`config.mk`:
```
export PLATFORM = sky130hd
export DESIGN_NAME = stt_key_cmp
export DESIGN_NICKNAME = d
export VERILOG_FILES = /design/src/sv/stt_pkg.sv /design/src/sv/stt_key_cmp.sv
export SDC_FILE = /design/constraint.sdc
export NUM_CORES = 1
export LEC_CHECK = 0
export BUFFER_PORTS_ARGS = -buffer_cell sky130_fd_sc_hd__buf_2
export CAP_MARGIN = 0
export CORE_MARGIN = 1.5
export CORE_UTILIZATION = 33
export DETAILED_ROUTE_END_ITERATION = 10
export GPL_TIMING_DRIVEN = 0
export PLACE_DENSITY = 0.68
export SYNTH_ARGS = -nofsm -noshare
export SYNTH_HDL_FRONTEND = slang
export SYNTH_SLANG_ARGS = --single-unit
```
`constraint.sdc`:
```
create_clock -name vclk -period 4
set_clock_uncertainty 0.2 [all_clocks]
set_input_delay 0.2 -clock vclk [all_inputs]
set_output_delay 0.2 -clock vclk [all_outputs]
set_load 0.01 [all_outputs]
```
`src/sv/stt_pkg.sv`:
```
// ----------------------------------------------------------------------------
// Sorted tuple table probe package
// Sizes, beat types, codes and small helpers shared by the table modules.
// ----------------------------------------------------------------------------
package stt_pkg;

    localparam int ENTRIES    = 1024;
    localparam int KEY_WORDS  = 4;
    localparam int IN_KEYS    = 4;
    localparam int ACT_WORDS  = (KEY_WORDS < IN_KEYS) ? KEY_WORDS : IN_KEYS;
    localparam int WORD_W     = 32;
    localparam int IDX_W      = $clog2(ENTRIES);
    localparam int CNT_W      = $clog2(ENTRIES + 1);
    localparam int POS_W      = 11;
    localparam int KLEN_W     = 3;
    localparam int APB_ADDR_W = 3;
    localparam int APB_DATA_W = 32;

    localparam logic [KLEN_W-1:0] KLEN_RESET = KLEN_W'(4);

    typedef logic [APB_ADDR_W-3:0] t_reg_idx;
    localparam t_reg_idx REG_KEY_LEN = t_reg_idx'(0);

    typedef enum logic [1:0] {
        KIND_APPEND = 2'd0,
        KIND_PROBE  = 2'd1,
        KIND_CLEAR  = 2'd2,
        KIND_NOP    = 2'd3
    } t_kind;

    typedef enum logic [3:0] {
        S_IDLE,
        S_APPLY,
        S_SORT0,
        S_SORT1,
        S_SORT2,
        S_SREAD,
        S_SCMP,
        S_FCMP,
        S_EMIT
    } t_state;

    typedef logic [WORD_W-1:0]                  t_word;
    typedef logic [IN_KEYS-1:0][WORD_W-1:0]     t_pkey;
    typedef logic [KEY_WORDS-1:0][WORD_W-1:0]   t_row;

    typedef struct packed {
        t_kind                     kind;
        logic signed [WORD_W-1:0]  key_0;
        logic signed [WORD_W-1:0]  key_1;
        logic signed [WORD_W-1:0]  key_2;
        logic signed [WORD_W-1:0]  key_3;
        logic signed [WORD_W-1:0]  entry_value;
    } t_in_item;

    typedef struct packed {
        logic                      status;
        logic                      found;
        logic signed [WORD_W-1:0]  found_value;
        logic [POS_W-1:0]          position;
    } t_out_item;

    // Result of comparing a stored row against the probe key.
    typedef struct packed {
        logic lt;
        logic eq;
    } t_cmp;

    function automatic logic word_less(input t_word a, input t_word b);
        return $signed(a) < $signed(b);
    endfunction

    // Number of key words in use: zero counts as one, and the count never
    // exceeds the stored or supplied words.
    function automatic logic [KLEN_W-1:0] active_len(input logic [KLEN_W-1:0] k);
        logic [KLEN_W-1:0] n;
        n = k;
        if (n == '0) n = KLEN_W'(1);
        if (int'(n) > ACT_WORDS) n = KLEN_W'(ACT_WORDS);
        return n;
    endfunction

endpackage

```
`src/sv/stt_key_cmp.sv`:
```
// ----------------------------------------------------------------------------
// Composite key comparator
// Lexicographic signed compare of a stored row against the probe key.
// ----------------------------------------------------------------------------
module stt_key_cmp
    import stt_pkg::*;
(
    input  t_row                  i_row,
    input  t_row                  i_probe,
    input  logic [KEY_WORDS-1:0]  i_act,
    output t_cmp                  o_cmp
);

    // Walk from the last word down so that the first differing word wins.
    always_comb begin
        o_cmp.lt = 1'b0;
        o_cmp.eq = 1'b1;
        for (int j = KEY_WORDS - 1; j >= 0; j--) begin
            if (i_act[j] && (i_row[j] != i_probe[j])) begin
                o_cmp.lt = word_less(i_row[j], i_probe[j]);
                o_cmp.eq = 1'b0;
            end
        end
    end

endmodule

```
# --- Yosys cells after proc, flatten, opt, wreduce, memory -nomap -nowiden ---
# Index checks and enable logic that the tools add are counted.
totals:
  output_inout_bits: 2
  wordCells: 16
  input_bits: 260
  regBits: 0
op_classes:
  n_lt_le_gt_ge: 4
  muxes: 4
  n_reduce_logical: 4
  n_eq_ne: 4
op_table:
  columns: ["operator", "count"]
  rows:
  - ["$lt A32 B32 Y1", 4]
  - ["$ne A32 B32 Y1", 4]
  - ["$mux W2", 4]
  - ["$logic_and A1 B1 Y1", 4]

# --- Logic depth before layout (Yosys ltp) ---
# Gate-level depths: netlist of the first run.
depth:
  depth_word: 6
  depth_mapped: 9

# --- Worst setup path before layout of the first run ---
# OpenSTA, ideal clock, no wires.
synth_timing:
  kind: "input to output"
  startpoint: "input port i_probe[78] in the netlist's numbering"
  endpoint: "output port o_cmp[1] in the netlist's numbering"
  cell_stages: 9
  setup_slack_ns: 1.617
  arrival_ns: 1.983
  path_cell_list: "inv_1 -> ha_1 -> nand4_2 -> or4_4 -> o21ai_4 -> and3_1 -> and3_1 -> o31ai_1 -> o22ai_1"
synth_rtl:
  columns: ["element", "line_no", "text"]
  rows:
  - ["from (decl)", "stt_key_cmp.sv:9", "input t_row i_probe,"]
  - ["to (decl)", "stt_key_cmp.sv:11", "output t_cmp o_cmp"]

==> results.md, run 1 <==
* Post-route cell area at 0.00491 sq mm
* Routed len/inst at 12.4 um
* Sw power at ~0.21 mW
* PostCTS Resize Cnt at 0
* First-pass GRT wire length at roughly 17000 um
* Status: finished, final reports clean
* DRT Pass-1 Iters at 4
* Number of port buffers at 262
* Final Cycle Share at 73.2%
* Gpl congestion at 0.865
* Sequential cell count at 0
* Rel. slew slack at a little over 60%
* HP Class: input pin to output pin
* I/O pin count at 262
* RSZ-0062 raised after global routing: false
* Register area at 0 sq um
* Post-Synth XOR/XNOR Area at 0%
* Clk pwr share at 0%
* Global-route usage over all layers at 18.5%
* Via Count at 4153
* TNS Setup at 0 ns
* Netlist cell types at 47
* Chip Height at 105 um
* DRT antenna net count at 0
* Initial Util at around 34%
* Critical Path Start Type: input pin
* Compound-Gate Fraction of Synth Area at about 22%
* Antenna Cells at 0
* Post-CTS Setup Bufs at 0
* Min Tclk post-route at 2.93 ns
* Hold depth at 4
* Switching share of total power at 47.5%
* Post-DR vias/cell at 4.81
* Width of the die at around 100 um
* Simple-Gate Fraction of Synth Area at 16.7%
* Fin Hold WS at 0.592 ns
* Req. time, crit path at ~3.6 ns
* PD cells at 89.3 mW/mm^2
* Leakage at between 3 and 4 nW
* Iter 0 DRT Violations at 134
* Hold_sp: i_act[0]
* Mapped Nets at between 800 and 900
* Area after DPL at 0.00491 sq mm
* Clock buffer count in the final layout at 0
* Largest net degree at the start of global routing at 5
* Fin. Hold Viols at 0
* Cell internal pwr at 0.230 mW
* Worst vdd ir at 0.0399 mV
* Initial antenna violation count at 0
* Register area share after synthesis at 0%
* Final wirelength at 10700 um
* Die area at 0.0110 sq mm
* Layout Nets at around 1100
* Warnings, synthesis at 0
* Slew of the pin with the lowest slew margin at ~0.56 ns
* Synth Area per Inst at 7.37 sq um
* MaxCap Viol Count at 0
* Final HPWL DP at 10200 um
* Mux contribution to synthesized area at 0.292%
* Post-Syn Area at ~0.0034 sq mm
* Vias in the first global route at 4247
* Placed insts at 863
* Final std cells w/o fill at 863
* Cells after synthesis at 465
* Layout area overhead at 43.2%
* Flop pwr share at 0%
* Fin util at 48.2%
* Crit Path Category: input pin to output pin
* Hold buffer count at cts at 0
* Worst Path Arrival at 2.53 ns
* Grt ovf at 0
* Fmax at about 340 MHz
* Critical path peak fanout at 4
* Core area at slightly above 0.01 sq mm
* Final setup violation count at 0
* Share of post-route cells with drive strength above 1 at 38.0%
* Synthesized-area fraction occupied by adder cells at roughly 47%
* Main combinational cell family by area after synthesis: adder cells
* Post-route DRC at 0
* Worst Setup End Kind: output pin
* Critical Path Start: i_row[63]
* Row count at 37
* Comb power frac at 100.0%
* Max Slew Vio Count at 0
[synth_stat cells, drive strengths merged (2+ instances only)]
master,instances,area [sq um]
inv,133,499
ha,128,1600
a21oi,45,225
nand4,28,203
a21o,19,144
nand2,15,56.3
nand3,13,65.1
o21ai,12,71.3
nor2b,9,58.8
nor2,6,22.5
a211oi,5,37.5
nor3,5,25.0
and4,4,36.3
o211ai,4,30.0
a31oi,3,18.8
and3,3,18.8
nand2b,3,18.8
o31ai,3,36.3
a2111oi,2,23.8
a221o,2,20.0
a22oi,2,15.0
nor4,2,18.8
o21a,2,15.0
o21bai,2,15.0
o41ai,2,36.3
or2,2,12.5
or4,2,22.5
[kinds of logic after synthesis]
group | after synthesis
compound gates | 109
fa+ha+maj | 128
buf+inv | 133
mux | 1
simple gates | 94
[per-stage QoR]
stage / setup slack [ns] / total power, mW
after floorplan: 1.62 / 0.242
after global placement: 1.13 / 0.423
after detailed placement: 1.05 / 0.441
final: 1.07 / 0.438
after global routing: 0.956 / 0.503
after CTS: 1.05 / 0.444
[power by group through the flow]
| stage | Combinational, mW | Sequential, mW | Clock [mW] |
|---|---|---|---|
| finish | 0.438 | 0 | 0 |
| global route | 0.503 | 0 | 0 |
| CTS | 0.444 | 0 | 0 |
| detailed placement | 0.441 | 0 | 0 |
| global placement | 0.423 | 0 | 0 |
| floorplan | 0.242 | 0 | 0 |
[final timing paths]
kind	to	slack [ns]
setup / recovery	o_cmp[1]	1.07
hold / removal	o_cmp[1]	0.59
[layer usage]
layer	routed length [um]	up-vias	global-route usage (%)	share of wire [%]
met5	0	-	0	0
met4	150	0	2.54	1.4
met3	682	12	1.87	6.4
met2	5600	172	38.7	52
met1	4250	1807	19.9	40
li1	-	2162	-	-
[placed cells by master, fill, tap and decap left out, types with 2 or more instances in the layout]
master and n:
nor2_1 6, or4_4 2, o21ai_1 4, o21ai_0 7, o21bai_1 2, o31ai_1 2, nand4_2 2, nand2_1 15
nand4_1 25, or2_1 2, and4_1 3, a211oi_1 5, ha_1 128, and3_1 3, o21a_1 2, nand3_1 13
nor3_1 5, a31oi_1 3, inv_1 133, a221o_1 2, a21o_1 18, buf_2 262, nor2b_1 8, a21oi_1 45
nand2b_1 3, a22oi_1 2, o211ai_1 4
[worst max-delay path, cell delays in order]
cell and delay [ns]:
buf_2 0.10, ha_1 0.35, nand4_1 0.13, nor4_1 0.53, nand3_1 0.24, o31ai_4 0.27, o221ai_1 0.20, o31ai_1 0.23
o22ai_1 0.10, buf_2 0.17
[cell type report]
cell class,instances,area (sq um)
inverter,133,499
timing repair buffer,262,1310
tap,136,170
multi-input combinational,332,2930
fill,1026,5280
(Power assumes the default switching activity.)
==> run 2, diff against run 1 <==
Settings changed: ABC_AREA set to 1, PLACE_DENSITY 0.68 to 0.67.
Clock period 4 ns to 2.9 ns, I/O delays scaled along.
==> run 2 against run 1 <==
  * Non-clock buffer count unchanged
  * Synthesized cell count is 29% higher
  * Critical path depth rose by 4
  * Die area up 7.3%
==> results.md, run 2 <==
* Initial Util at 33.9% (+0.21 points)
* HP Class: input pin to output pin
* Top layer in use: met3
* Core area at 0.0109 sq mm (+6.9%)
* Max Slew Vio Count at 0 (unchanged)
* Routed len/inst at 10.0 um (-19%)
* Sw power at 0.302 mW (+45%)
* DR WL met2 at 5060 um (-9.7%)
* Critical path peak fanout at 4 (unchanged)
* Leading cell types by count after synthesis: 178 x inv_1, 137 x nand2_1, 128 x ha_1
* Switching share of total power at 48.9% (+1.4 points)
* Comb power frac at 100.0% (about the same)
* Top-count cell post-synth: inv_1
* Req. time, crit path at 2.56 ns (-1.04 ns)
* Final setup violation count at 0 (unchanged)
* Routed met3 length at 763 um (+12%)
* Status: finished, final reports clean
* Layout area overhead at 40.3%
* Hold Crit Endpoint: o_cmp[0]
* Width of the die at 109 um (+3.6%)
* Crit Path Category: input pin to output pin
* Yosys top cell by area: ha_1
* PD cells at 119 mW/mm^2 (+34%)
* Cell internal pwr at 0.316 mW (+37%)
* Initial antenna violation count at 0 (unchanged)
* Critical Path Start Type: input pin
* Worst vdd ir at 0.0515 mV (+29%)
* Flop pwr share at 0% (unchanged)
* Post-route DRC at 0 (unchanged)
* Crit path largest cell delay at 0.38 ns (-0.15 ns)
* Hold buffer count at cts at 0 (unchanged)
* Fmax at 478 MHz
* Global-route usage over all layers at 16.1% (-2.4 points)
* Post-CTS Setup Bufs at 0 (unchanged)
* Met1 Wirelength at 4210 um (-1.0%)
* Commonest cells after routing, fill and taps aside: 262 x buf_2, 178 x inv_1, 137 x nand2_1
* Grt ovf at 0 (unchanged)
* MaxCap Viol Count at 0 (unchanged)
* Netlist cell types at 28 (-40%)
* Share of the synthesized area in the top cell type at 43.4% (-3.3 points)
* Clk pwr share at 0% (unchanged)
* Chip Height at 109 um (+3.6%)
* First-pass GRT wire length at 16000 um (-7.8%)
* Critical path cell sequence: buf_2 -> inv_1 -> ha_1 -> nand2_1 -> nor2_2 -> nand2_2 -> nor3_1 -> a21boi_1 -> nor2_1 -> nand3_1 -> nand3_2 -> nand2_1 -> nand2_1 -> buf_2
* Layout Nets at 1251 (+12%)
* Via Count at 4234 (+2.0%)
* CP Buf/Inv Count at 3 (+1)
* Largest net degree at the start of global routing at 6 (+1)
* Fin. Hold Viols at 0 (unchanged)
* Rel. slew slack at 70.8% (+8.5 points)
* Hold_sp: i_act[0]
* Number of port buffers at 262 (unchanged)
* Vias in the first global route at 4015 (-5.5%)
* Slew of the pin with the lowest slew margin at 0.438 ns (-0.124 ns)
* RSZ-0062 raised after global routing: false
* Final Cycle Share at 72.1%
* Iter 0 DRT Violations at 96 (-28%)
* PostCTS Resize Cnt at 0 (unchanged)
* Antenna Cells at 0 (unchanged)
* Post-Syn Area at 0.00369 sq mm (+7.6%)
* I/O pin count at 262 (unchanged)
* Sequential cell count at 0 (unchanged)
* Synth Area per Inst at 6.15 sq um (-17%)
* Pwr Total at 0.618 mW (+41%)
* Worst Path Arrival at 1.75 ns (-0.78 ns)
* Register area share after synthesis at 0% (unchanged)
* Register area at 0 sq um (unchanged)
* Slowest stage cell, crit path: a21boi_1
* Worst path most repeated cell: nand2_1
* Row count at 38 (+2.7%)
* Most common cell after layout, fill and taps aside: buf_2
* Top delay family on crit path: simple AND/OR/NAND/NOR gates
* Cells after synthesis at 599 (+29%)
* DRT Pass-1 Iters at 4 (unchanged)
* TNS Setup at 0 ns (unchanged)
* Min Tclk post-route at 2.09 ns
* Gpl congestion at 0.795 (-8.1%)
* Top cells by area, synth: ha_1 43%, inv_1 18%, nand2_1 14%, a21oi_1 6.5%, nor2_1 3.0%
* Leakage at 3.62 nW (+13%)
* Worst Setup End Kind: output pin
* Die area at 0.0118 sq mm (+7.3%)
* Post-DR vias/cell at 4.23 (-12%)
* Final wirelength at 10000 um (-6.1%)
* Final HPWL DP at 9740 um (-4.8%)
* Warnings, synthesis at 0 (unchanged)
* DRT antenna net count at 0 (unchanged)
* Share of post-route cells with drive strength above 1 at 33.2% (-4.7 points)
* Hold depth at 5 (+1)
* Mapped Nets at 987 (+16%)
* Clock buffer count in the final layout at 0 (unchanged)
run 2: cell count changes after synthesis, moves of 5 or more:
cell / before / now
a21o_1: 18 / 6
inv_1: 133 / 178
nand2_1: 15 / 137
nand2_2: 0 / 5
nand4_1: 25 / 14
nor2_1: 6 / 29
nor2_2: 0 / 7
nor2b_1: 8 / 0
run 2: logic make-up after synthesis:
kind of cell               Yosys count  synth area share, %
and+or+nand+nor                    217                 26.7
buffers and inverters              180                 18.3
adders and majority gates          128                 43.4
AOI/OAI and AO/OA                   74                 11.5
run 2: routing by layer:
metal | track usage (%) | vias up
li1 | - | 2401
met1 | 18.8 | 1700
met2 | 32.5 | 133
met3 | 2.21 | 0
met4 | 0.0940 | 0
met5 | 0 | -
run 2: area by class of cell:
| cell class | instances | area, sq um |
|---|---|---|
| Fill cell | 1197 | 5720 |
| Inverter | 180 | 676 |
| Multi-Input combinational cell | 419 | 3010 |
| Tap cell | 140 | 175 |
| Timing Repair Buffer | 262 | 1310 |
run 2: worst max path at each step:
stage | from | to | slack (ns) | cells past startpoint
floorplan | i_probe[95] | o_cmp[1] | 1.17 | 15
global placement | i_probe[95] | o_cmp[1] | 0.73 | 14
detailed placement | i_probe[95] | o_cmp[1] | 0.74 | 14
CTS | i_probe[95] | o_cmp[1] | 0.74 | 14
global route | i_probe[95] | o_cmp[1] | 0.57 | 14
finish | i_probe[95] | o_cmp[1] | 0.81 | 14
run 2: per-stage QoR:
stage                     instances  worst slack (ns)  utilization [%]  area (sq um)  hold WS [ns]
final                          1001             0.808             47.5          5170         0.487
after global routing           1001             0.569             47.5          5170         0.535
after CTS                      1001             0.742             47.5          5170         0.497
after detailed placement       1001             0.741             47.5          5170         0.497
after global placement         1001             0.734             47.5          5170         0.498
after floorplan                 599              1.17                -          3690         0.238
run 2: power by group through the flow:
| stage | sequential [mW] | combinational [mW] | clock, mW |
|---|---|---|---|
| final | 0 | 0.618 | 0 |
| after CTS | 0 | 0.629 | 0 |
| after global routing | 0 | 0.731 | 0 |
| after detailed placement | 0 | 0.624 | 0 |
| after floorplan | 0 | 0.366 | 0 |
| after global placement | 0 | 0.616 | 0 |
